$ cat src/fpm_pkg.sv
// Package for the frame pacing monitor: payload structs, command codes,
// register map and reset values. No dependencies.
`timescale 1ns / 1ps

package fpm_pkg;

    // Storage widths handed down as top-level parameter defaults
    localparam int FPM_STAMP_BITS = 48;
    localparam int FPM_COUNT_BITS = 32;

    // Configuration port
    localparam int FPM_ADDR_W = 3;
    localparam int FPM_DATA_W = 32;
    localparam logic FPM_REG_FROZEN = 1'b0;
    localparam logic FPM_REG_SLOW   = 1'b1;

    localparam logic [23:0] FPM_FROZEN_RESET = 24'd700000;
    localparam logic [7:0]  FPM_SLOW_RESET   = 8'd24;   // 1.5 in Q4

    typedef enum logic [1:0] {
        CMD_FRAME   = 2'd0,
        CMD_TAKE    = 2'd1,
        CMD_RESTART = 2'd2
    } fpm_cmd_t;

    typedef struct packed {
        logic [1:0]  cmd;
        logic [47:0] timestamp_us;
        logic [23:0] expected_interval_us;
    } fpm_in_t;

    typedef struct packed {
        logic [31:0] frame_count;
        logic [47:0] interval_us;
        logic [47:0] max_gap_us;
        logic [31:0] slow_count;
        logic [31:0] frozen_count;
    } fpm_out_t;

    typedef struct packed {
        logic [23:0] frozen_threshold_us;
        logic [7:0]  slow_factor_q4;
    } fpm_cfg_t;

endpackage

$ cat src/fpm_regs.sv
// Configuration registers of the frame pacing monitor behind an APB-style port.
// Depends on fpm_pkg.
`timescale 1ns / 1ps

module fpm_regs import fpm_pkg::*; (
    input  logic                  aclk,
    input  logic                  aresetn,
    input  logic                  psel,
    input  logic                  penable,
    input  logic                  pwrite,
    input  logic [FPM_ADDR_W-1:0] paddr,
    input  logic [FPM_DATA_W-1:0] pwdata,
    output logic [FPM_DATA_W-1:0] prdata,
    output logic                  pready,
    output fpm_cfg_t              cfg
);

    logic [23:0] frozen_reg;
    logic [23:0] frozen_next;
    logic [7:0]  slow_reg;
    logic [7:0]  slow_next;
    logic        wr_en;
    logic        reg_sel;

    assign pready  = 1'b1;
    assign wr_en   = psel && penable && pwrite && pready;
    assign reg_sel = paddr[2];

    always_comb begin
        frozen_next = frozen_reg;
        slow_next   = slow_reg;
        if (wr_en) begin
            case (reg_sel)
                FPM_REG_FROZEN: frozen_next = pwdata[23:0];
                FPM_REG_SLOW:   slow_next   = pwdata[7:0];
                default:        ;
            endcase
        end
    end

    always_ff @(posedge aclk) begin
        if (!aresetn) begin
            frozen_reg <= FPM_FROZEN_RESET;
            slow_reg   <= FPM_SLOW_RESET;
        end else begin
            frozen_reg <= frozen_next;
            slow_reg   <= slow_next;
        end
    end

    always_comb begin
        case (reg_sel)
            FPM_REG_FROZEN: prdata = {8'd0, frozen_reg};
            FPM_REG_SLOW:   prdata = {24'd0, slow_reg};
            default:        prdata = '0;
        endcase
    end

    assign cfg.frozen_threshold_us = frozen_reg;
    assign cfg.slow_factor_q4      = slow_reg;

endmodule

$ cat src/fpm_core.sv
// Window state and per-request classification of the frame pacing monitor.
// Depends on fpm_pkg.
`timescale 1ns / 1ps

module fpm_core import fpm_pkg::*; #(
    parameter int STAMP_BITS = FPM_STAMP_BITS,
    parameter int COUNT_BITS = FPM_COUNT_BITS
) (
    input  logic     aclk,
    input  logic     aresetn,
    input  logic     step_en,
    input  fpm_in_t  item,
    input  fpm_cfg_t cfg,
    output fpm_out_t window
);

    localparam int PROD_W = STAMP_BITS + 8;

    logic [STAMP_BITS-1:0] last_stamp_reg,   last_stamp_next;
    logic [STAMP_BITS-1:0] shortest_gap_reg, shortest_gap_next;
    logic [STAMP_BITS-1:0] win_interval_reg, win_interval_next;
    logic [STAMP_BITS-1:0] win_max_gap_reg,  win_max_gap_next;
    logic [COUNT_BITS-1:0] win_frames_reg,   win_frames_next;
    logic [COUNT_BITS-1:0] win_slow_reg,     win_slow_next;
    logic [COUNT_BITS-1:0] win_frozen_reg,   win_frozen_next;

    logic [STAMP_BITS-1:0] stamp;
    logic [STAMP_BITS-1:0] expected;
    logic [STAMP_BITS-1:0] gap;
    logic [STAMP_BITS-1:0] short_pick;
    logic [STAMP_BITS-1:0] interval;
    logic [PROD_W-1:0]     gap_q4;
    logic [PROD_W-1:0]     limit;
    logic                  measured;
    logic                  frozen_hit;
    logic                  slow_hit;

    function automatic logic [COUNT_BITS-1:0] sat_inc(input logic [COUNT_BITS-1:0] c);
        sat_inc = (c == '1) ? c : c + 1'b1;
    endfunction

    assign stamp    = STAMP_BITS'(item.timestamp_us);
    assign expected = STAMP_BITS'(item.expected_interval_us);
    assign gap      = stamp - last_stamp_reg;
    assign measured = (last_stamp_reg != '0) && (stamp > last_stamp_reg);

    // Track the shortest gap only while no platform interval is known
    assign short_pick = (shortest_gap_reg == '0 || gap < shortest_gap_reg) ?
                        gap : shortest_gap_reg;
    assign interval   = (expected != '0) ? expected : short_pick;

    // Slow when gap * 16 exceeds interval * factor, compared exactly
    assign gap_q4     = {4'd0, gap, 4'd0};
    assign limit      = PROD_W'(interval) * PROD_W'(cfg.slow_factor_q4);
    assign frozen_hit = gap >= STAMP_BITS'(cfg.frozen_threshold_us);
    assign slow_hit   = !frozen_hit && (interval != '0) && (gap_q4 > limit);

    always_comb begin
        last_stamp_next   = last_stamp_reg;
        shortest_gap_next = shortest_gap_reg;
        win_interval_next = win_interval_reg;
        win_max_gap_next  = win_max_gap_reg;
        win_frames_next   = win_frames_reg;
        win_slow_next     = win_slow_reg;
        win_frozen_next   = win_frozen_reg;
        if (step_en) begin
            case (item.cmd)
                CMD_FRAME: begin
                    last_stamp_next = stamp;
                    if (measured) begin
                        if (expected == '0) begin
                            shortest_gap_next = short_pick;
                        end
                        win_frames_next   = sat_inc(win_frames_reg);
                        win_interval_next = interval;
                        if (gap > win_max_gap_reg) begin
                            win_max_gap_next = gap;
                        end
                        if (frozen_hit) begin
                            win_frozen_next = sat_inc(win_frozen_reg);
                        end else if (slow_hit) begin
                            win_slow_next = sat_inc(win_slow_reg);
                        end
                    end
                end
                CMD_TAKE: begin
                    win_interval_next = '0;
                    win_max_gap_next  = '0;
                    win_frames_next   = '0;
                    win_slow_next     = '0;
                    win_frozen_next   = '0;
                end
                CMD_RESTART: begin
                    last_stamp_next   = '0;
                    win_interval_next = '0;
                    win_max_gap_next  = '0;
                    win_frames_next   = '0;
                    win_slow_next     = '0;
                    win_frozen_next   = '0;
                end
                default: ;
            endcase
        end
    end

    always_ff @(posedge aclk) begin
        if (!aresetn) begin
            last_stamp_reg   <= '0;
            shortest_gap_reg <= '0;
            win_interval_reg <= '0;
            win_max_gap_reg  <= '0;
            win_frames_reg   <= '0;
            win_slow_reg     <= '0;
            win_frozen_reg   <= '0;
        end else begin
            last_stamp_reg   <= last_stamp_next;
            shortest_gap_reg <= shortest_gap_next;
            win_interval_reg <= win_interval_next;
            win_max_gap_reg  <= win_max_gap_next;
            win_frames_reg   <= win_frames_next;
            win_slow_reg     <= win_slow_next;
            win_frozen_reg   <= win_frozen_next;
        end
    end

    assign window.frame_count  = 32'(win_frames_reg);
    assign window.interval_us  = 48'(win_interval_reg);
    assign window.max_gap_us   = 48'(win_max_gap_reg);
    assign window.slow_count   = 32'(win_slow_reg);
    assign window.frozen_count = 32'(win_frozen_reg);

`ifndef SYNTHESIS
    a_interval_with_frames: assert property (@(posedge aclk) disable iff (!aresetn)
        win_frames_reg != '0 |-> win_interval_reg != '0)
        else $error("window holds frames but no interval");

    a_restart_clears: assert property (@(posedge aclk) disable iff (!aresetn)
        step_en && item.cmd == CMD_RESTART |=>
            last_stamp_reg == '0 && win_frames_reg == '0 && win_max_gap_reg == '0)
        else $error("restart left state behind");

    a_max_gap_grows: assert property (@(posedge aclk) disable iff (!aresetn)
        step_en && item.cmd == CMD_FRAME |=> win_max_gap_reg >= $past(win_max_gap_reg))
        else $error("largest gap shrank on a frame");
`endif

endmodule

$ cat src/frame_pacing_monitor.sv
// Top level of the frame pacing monitor: input register, result register and
// the configuration port. Depends on fpm_pkg, fpm_regs and fpm_core.
`timescale 1ns / 1ps

// Frame pacing monitor. Each request on the s_ channel carries a command: a
// frame timestamp in microseconds, a take of the current window, or a restart.
// A frame is measured when a nonzero earlier timestamp is held and the new one
// is later; its gap bumps the frame count, raises the largest gap, picks the
// interval in use (the expected interval if nonzero, else the shortest gap
// seen on frames without one since reset) and is classed frozen (gap at or
// above the frozen threshold) or else slow (gap * 16 above interval * slow
// factor). Counters saturate. A take returns one result on the m_ channel with
// the window as it stood and clears it; restart clears the last timestamp and
// the window but keeps the shortest gap. Every request is held in the input
// register and is then folded into the window state by combinational logic,
// so the block takes one request per clock; the only stall comes from a take
// meeting a result register that is still full and not being read.
// Configuration registers (frozen threshold at 0x0, slow factor in unsigned
// Q4 at 0x4) are to be written only while idle.
module frame_pacing_monitor import fpm_pkg::*; #(
    parameter int STAMP_BITS = FPM_STAMP_BITS,
    parameter int COUNT_BITS = FPM_COUNT_BITS
) (
    input  logic                  aclk,
    input  logic                  aresetn,
    // Request channel
    input  logic                  s_valid,
    output logic                  s_ready,
    input  fpm_in_t               s_data,
    // Result channel
    output logic                  m_valid,
    input  logic                  m_ready,
    output fpm_out_t              m_data,
    // Configuration port
    input  logic                  psel,
    input  logic                  penable,
    input  logic                  pwrite,
    input  logic [FPM_ADDR_W-1:0] paddr,
    input  logic [FPM_DATA_W-1:0] pwdata,
    output logic [FPM_DATA_W-1:0] prdata,
    output logic                  pready
);

    logic     in_vld_reg, in_vld_next;
    fpm_in_t  in_data_reg;
    logic     out_vld_reg, out_vld_next;
    fpm_out_t out_data_reg;

    fpm_cfg_t cfg;
    fpm_out_t window;
    logic     in_fire;
    logic     proc_fire;
    logic     take_fire;

    fpm_regs u_regs (
        .aclk    (aclk),
        .aresetn (aresetn),
        .psel    (psel),
        .penable (penable),
        .pwrite  (pwrite),
        .paddr   (paddr),
        .pwdata  (pwdata),
        .prdata  (prdata),
        .pready  (pready),
        .cfg     (cfg)
    );

    fpm_core #(
        .STAMP_BITS (STAMP_BITS),
        .COUNT_BITS (COUNT_BITS)
    ) u_core (
        .aclk    (aclk),
        .aresetn (aresetn),
        .step_en (proc_fire),
        .item    (in_data_reg),
        .cfg     (cfg),
        .window  (window)
    );

    // Advance the held request unless it is a take and the result slot is
    // still occupied and not being drained this cycle.
    assign proc_fire = in_vld_reg &&
                       (in_data_reg.cmd != CMD_TAKE || !out_vld_reg || m_ready);
    assign take_fire = proc_fire && (in_data_reg.cmd == CMD_TAKE);
    assign s_ready   = !in_vld_reg || proc_fire;
    assign in_fire   = s_valid && s_ready;

    always_comb begin
        in_vld_next = in_vld_reg;
        if (in_fire) begin
            in_vld_next = 1'b1;
        end else if (proc_fire) begin
            in_vld_next = 1'b0;
        end
    end

    always_comb begin
        out_vld_next = out_vld_reg;
        if (take_fire) begin
            out_vld_next = 1'b1;
        end else if (m_ready) begin
            out_vld_next = 1'b0;
        end
    end

    always_ff @(posedge aclk) begin
        if (!aresetn) begin
            in_vld_reg  <= 1'b0;
            out_vld_reg <= 1'b0;
        end else begin
            in_vld_reg  <= in_vld_next;
            out_vld_reg <= out_vld_next;
        end
    end

    // Hold payloads; no reset needed
    always_ff @(posedge aclk) begin
        if (in_fire) begin
            in_data_reg <= s_data;
        end
        if (take_fire) begin
            out_data_reg <= window;
        end
    end

    assign m_valid = out_vld_reg;
    assign m_data  = out_data_reg;

`ifndef SYNTHESIS
    a_result_from_take: assert property (@(posedge aclk) disable iff (!aresetn)
        $rose(out_vld_reg) |-> $past(take_fire))
        else $error("result appeared without a take");

    a_stall_only_on_take: assert property (@(posedge aclk) disable iff (!aresetn)
        in_vld_reg && !s_ready |-> in_data_reg.cmd == CMD_TAKE && out_vld_reg)
        else $error("input stalled without a pending take");

    a_no_overwrite: assert property (@(posedge aclk) disable iff (!aresetn)
        in_fire && in_vld_reg |-> proc_fire)
        else $error("held request overwritten before use");
`endif

endmodule

$ cat config.mk
export PLATFORM = sky130hd
export DESIGN_NAME = frame_pacing_monitor
export DESIGN_NICKNAME = d
export VERILOG_FILES = /design/src/fpm_pkg.sv /design/src/fpm_regs.sv /design/src/fpm_core.sv /design/src/frame_pacing_monitor.sv
export SDC_FILE = /design/constraint.sdc
export NUM_CORES = 2
export LEC_CHECK = 0
export BUFFER_PORTS_ARGS = -buffer_cell sky130_fd_sc_hd__clkbuf_2
export CAP_MARGIN = 20
export CORE_MARGIN = 1
export CORE_UTILIZATION = 53
export CTS_CLUSTER_SIZE = 40
export DETAILED_ROUTE_END_ITERATION = 6
export PLACE_DENSITY = 0.82
export SKIP_CTS_REPAIR_TIMING = 1
export SYNTH_ARGS = -nofsm -noshare
export SYNTH_HDL_FRONTEND = slang
export SYNTH_SLANG_ARGS = --single-unit
$ cat constraint.sdc
create_clock -name aclk -period 23.6 [get_ports aclk]
set_input_delay 3.54 -clock aclk [delete_from_list [all_inputs] [get_ports aclk]]
set_output_delay 3.54 -clock aclk [all_outputs]
set_load 0.02 [all_outputs]
# == Word-level counts from Yosys, hierarchy flattened ==
# Cells that the tools add are included.
# word_totals
register_bits,588
in_bits,116
output_inout_bits,227
wordCells,104
# classes
add_sub_neg,4
n_mul,1
n_lt_le_gt_ge,5
eq_ne,14
muxes,25
bitwise,1
n_reduce_logical,35
# ops
operator,count
$mux W32,9
$pmux W48 S2,3
$pmux W32 S2,4
$mux W48,5
$reduce_bool A48 Y1,3
$add A32 B1 Y32 const B,3
$eq A32 B32 Y1 const B,3
$gt A48 B48 Y1,2
$logic_not A48 Y1,2
$gt A52 B56 Y1,1
$mul A48 B8 Y56,1
$ge A48 B24 Y1,1
$lt A48 B48 Y1,1
$sub A48 B48 Y48,1
$reduce_and A4 Y1,3
$ne A2 B1 Y1 const B,5
$logic_and A1 B1 Y1,8
$ne A2 B2 Y1 const B,4
$reduce_bool A2 Y1,4
$reduce_and A2 Y1,3
$reduce_and A6 Y1,1
$reduce_and A5 Y1,1
$logic_or A1 B1 Y1,4
$mux W1,4
7 further kinds,9

# == Depth between registers and ports, before layout ==
# depth
depth_word,12
depth_mapped,63
ltp_nobuf,57

# == By module ==
# Synthesis repeated with hierarchy kept, for this count alone.
# hier_totals
cells_unflattened,4688
hier_area_um2,42839.8
# modules_own_cells
module,n_inst,cells_per_inst,area_per_inst_um2,seq_area_each_um2
fpm_core,1,4233,33108.0,5765.5
frame_pacing_monitor,1,279,8099.0,8027.7
fpm_regs,1,176,1632.8,640.6

# == Worst setup path before layout ==
# Ideal clock, no wire load.
# synth_path
kind,reg2reg
startpoint,register in_data_reg[37] in the netlist's numbering
endpoint,register u_core.win_slow_reg[5]
setup_ns,0.117
t_arrival_ns,12.743
required_ns,23.483
setup_slack_ns,10.740
stages_incl_launch_ff,60
path_buffers,9
synth_period_minus_slack_ns,12.860
path_cell_list,edfxtp_1 ha_1 buf_4 a21oi_4 o21ai_1 or3_1 buf_2 o211a_1 or2_1 clkbuf_1 a311oi_1 ha_1 a21oi_1 nand2_1 a221oi_2 a311oi_4 nor3_4 buf_4 (+24 left out) nor2b_1 a41oi_1 xor2_1 ha_1 nand4_1 or2_2 o22ai_1 a211oi_1 o2111ai_1 o2111ai_1 a2111oi_0 o211ai_1 nor4_4 o311ai_4 nand2_4 buf_6 o21ai_0 a32o_1
# synth_via
elab_chain_len,10
elab_cells_between_ends,18
cone_classes,add/sub: 1; mul: 1; order compare: 4; eq/ne: 3; mux: 2; reduce/logical: 7
# synth_rtl
item,line,rtl
"start, declared",frame_pacing_monitor.sv:45,fpm_in_t in_data_reg;
"start signal, assigned",frame_pacing_monitor.sv:119,in_data_reg <= s_data;
$sub A48 B48 Y48,fpm_core.sv:44,assign gap = stamp - last_stamp_reg;
$lt A48 B48 Y1,fpm_core.sv:48,assign short_pick = (shortest_gap_reg == '0 || gap < shortest_gap_reg) ?
$logic_or A1 B1 Y1,fpm_core.sv:48,
$mux W48,fpm_core.sv:48,
$mux W48,fpm_core.sv:50,assign interval = (expected != '0) ? expected : short_pick;
$mul A48 B8 Y56 / $reduce_bool A48 Y1 (equally long branches),"fpm_core.sv:54, fpm_core.sv:56",
$gt A52 B56 Y1 / $logic_and A1 B1 Y1 (equally long branches),fpm_core.sv:56,assign slow_hit = !frozen_hit && (interval != '0) && (gap_q4 > limit);
$logic_and A1 B1 Y1,fpm_core.sv:56,
$ne A2 B1 Y1 (no line),--,
$reduce_and A6 Y1 (no line) (*),--,
"end signal, assigned",fpm_core.sv:121,win_slow_reg <= win_slow_next;
"end, declared",fpm_core.sv:24,"logic [COUNT_BITS-1:0] win_slow_reg, win_slow_next;"
# Mark *: on every way between the ends. The rest lies on a longest branch, timed or not.
# A chain may end at the register's enable or synchronous reset.

# == Final worst setup path ==
# layout_path
startpoint,register u_core.last_stamp_reg[1]
endpoint,register u_core.win_slow_reg[1]
# layout_via
elab_chain_len,10
elab_cells_between_ends,19
cone_classes,add/sub: 1; mul: 1; order compare: 4; eq/ne: 3; mux: 2; reduce/logical: 8
# layout_rtl
item,line,rtl
"start, declared",fpm_core.sv:19,"logic [STAMP_BITS-1:0] last_stamp_reg, last_stamp_next;"
"start signal, assigned",fpm_core.sv:116,last_stamp_reg <= last_stamp_next;
$sub A48 B48 Y48,fpm_core.sv:44,
$lt A48 B48 Y1,fpm_core.sv:48,
$logic_or A1 B1 Y1,fpm_core.sv:48,
$mux W48,fpm_core.sv:48,
$mux W48,fpm_core.sv:50,
$mul A48 B8 Y56 / $reduce_bool A48 Y1 (equally long branches),"fpm_core.sv:54, fpm_core.sv:56",
$gt A52 B56 Y1 / $logic_and A1 B1 Y1 (equally long branches),fpm_core.sv:56,
$logic_and A1 B1 Y1,fpm_core.sv:56,
$ne A2 B1 Y1 (no line),--,
$reduce_and A6 Y1 (no line) (*),--,
# Marks and branches as above.

==> flow_summary.toml <==
[synth]
ys_ff_latch = 588
synth_flop_cell = "dfxtp_1"
yosys_warnings = 0
ys_types = 106
ys_seq_area_frac = 0.3388
avgSynthCellArea_sq_um = 9.228
synthArstFlopShare = 0
synthesis.instances = 4617
netlist_area_sq_um = 42600
synth_edf_count = 266

[power]
irDropWorstVdd_v = 0.00005944
power_density_nw_per_um2 = 58.83
p_leak_nw = 19.64

[route]
drt_first_pass_iters = 6
initialDrtViolationCount = 3307
ant_nets = 0
routed_wl_um = 129200
drc = 0
vias_per_cell = 6.042
vias = 36000
wl_per_cell_um = 21.68

[final_layout]
final.fill_count = 6670
nets = 5548
multiInputGateArea_sq_um = 25520
most-common-layout-cells = "465 x inv_1, 440 x nor2_1, 384 x nand2_1"
stdcell_area_sq_um = 47420
drive_above_1_share = 0.1196
register_area_sq_um = 14430
antenna_cells = 0
layout_commonest_cell = "inv_1"
syn2layout_area_growth_pct = 11.30
largest_reg_flops = 192

[worst_setup_path]
crit_type = "flop to flop"
crit_buf_inv = 5
endpoint_kind = "flop"
critPathSlowestCell = "a21oi_1"
cp_slowest_stage_delay_ns = 0.87
required_ns = 24.08
path_max_fanout = 50
cp_top_family = "compound AO/OA/AOI/OAI gates"
start_kind = "flop"
worstPathArrival_ns = 17.19

[floorplan]
rows = 103
dieArea_sq_um = 81520
start_util = 0.5375
placeableCoreArea_sq_um = 79260
die_x_um = 285.5
chipHeight_um = 285.5
ios = 343

[global_route]
grt_overflow_total = 0
grt_max_degree = 101
antenna_found_initial = 1
grt_pass1_vias = 35120
grt_usage = 0.3135
grt_pass1_wl_um = 199400

[cts]
cts_tree = "built"
cts.sinks = 588
clock_latency_ns = 0.64
root_buffer = "clkbuf_16"
numCtsBuffers = 66
htree_levels = 3
clk_path_buf_depth = 3
clk_pin_slew_ns = 0.06

[outcome]
outcome = "finished clean"

[timing]
setup_tns_ns = 0
tightestPinTransition_ns = 1.154
finalCritPeriodShare = 0.7078
max_slew_margin = 0.2309
setup_viol = 0
rsz0062_at_grt = "false"
fmax_mhz = 59.87
finClkSkew_ns = 0.06265
hold_viol_final = 0
finalCriticalPeriod_ns = 16.70
drv_slew = 0

[place]
port_buffers = 323
dp_hpwl_um = 96150
gp_congestion = 0.9663
place_area_sq_um = 45180

[worst_hold_path]
hold_class = "flop to flop"

[job]
maxCapViolations = 0
[layout make-up]
type,instances,area share
flip-flops and latches,588,0.3044
clock inverters,35,0.009024
repair buffers,394,0.04528
well taps,1050,0.02771
clock buffers,85,0.03784
inverters,472,0.03752
multi-input cells,3335,0.5382
[cells in the mapped netlist, types with 100 or more instances]
| cell | instances | area (sq um) |
|---|---|---|
| nand4_1 | 100 | 625.6 |
| edfxtp_1 | 266 | 7988 |
| ha_1 | 298 | 3729 |
| clkbuf_1 | 170 | 638.1 |
| dfxtp_1 | 322 | 6446 |
| fa_1 | 277 | 5545 |
| a21oi_1 | 367 | 1837 |
| nor3_1 | 104 | 520.5 |
| o21ai_0 | 123 | 615.6 |
| inv_1 | 466 | 1749 |
| nor2_1 | 441 | 1655 |
| and2_1 | 171 | 1070 |
| nand2_1 | 384 | 1441 |
[worst reg2reg max path: cells and delay by family, from the launching register on]
kind / cells / cell delay [ns]
muxes: 1 / 0.44
and+or+nand+nor: 14 / 3.79
xor gates and xnor gates: 2 / 0.82
buffers and inverters: 5 / 0.86
DFF: 1 / 0.41
adders and majority gates: 8 / 3.53
AOI/OAI and AO/OA: 23 / 6.69
[path summary, 6_finish.rpt]
check	startpoint	to	slack, ns	cells past startpoint
max reg2reg	u_core.last_stamp_reg[1]$_SDFFE_PN0P_	u_core.win_slow_reg[1]$_SDFFE_PN0P_	6.90	53
min reg2reg	u_core.win_interval_reg[26]$_SDFFE_PN0P_	m_data[138]$_DFFE_PP_	0.41	0
max	u_core.last_stamp_reg[1]$_SDFFE_PN0P_	u_core.win_slow_reg[1]$_SDFFE_PN0P_	6.90	53
min	u_core.win_interval_reg[26]$_SDFFE_PN0P_	m_data[138]$_DFFE_PP_	0.41	0
[logic make-up (layout without fill, tap and decap cells)]
group / after synthesis / in the layout / share of synthesized area
AO/OA/AOI/OAI: 879 / 879 / 0.1352
XOR/XNOR: 125 / 125 / 0.02587
other: 2 / 9 / 0.0001763
buffers and inverters: 701 / 986 / 0.06505
flip-flops: 588 / 588 / 0.3388
AND/OR/NAND/NOR: 1684 / 1684 / 0.2023
adder cells (fa/ha/maj): 575 / 575 / 0.2177
multiplexers: 63 / 63 / 0.01492
[per-stage QoR]
stage	util	std cells	total power, W	worst slack, ns	hold WS [ns]
after detailed placement	0.5700	5836	0.001755	7.608	0.4173
after global placement	0.5700	5836	0.001739	7.763	0.4162
after floorplan	-	4624	0.001556	10.74	0.4081
after CTS	0.5980	5956	0.002789	7.508	0.4096
final	0.5983	5959	0.002790	6.897	0.4097
after global routing	0.5983	5959	0.002910	6.284	0.4387
[report_power, final]
| group | switching (W) | internal (W) | leakage (nW) | total (W) |
|---|---|---|---|---|
| logic | 0.000416 | 0.000231 | 13.7 | 0.000646 |
| registers | 0.0000181 | 0.00109 | 4.88 | 0.00110 |
| clock network | 0.000452 | 0.000586 | 1.06 | 0.00104 |
[per-layer routing]
layer  wire length, um  part of all wire  global-route usage
met1             51870              0.40              0.4069
met2             59650              0.46              0.5076
met4              6492             0.050              0.1496
met3             11170             0.086             0.05590
met5                 0                 0                   0
Note: power is estimated with default switching activity, not from simulation.
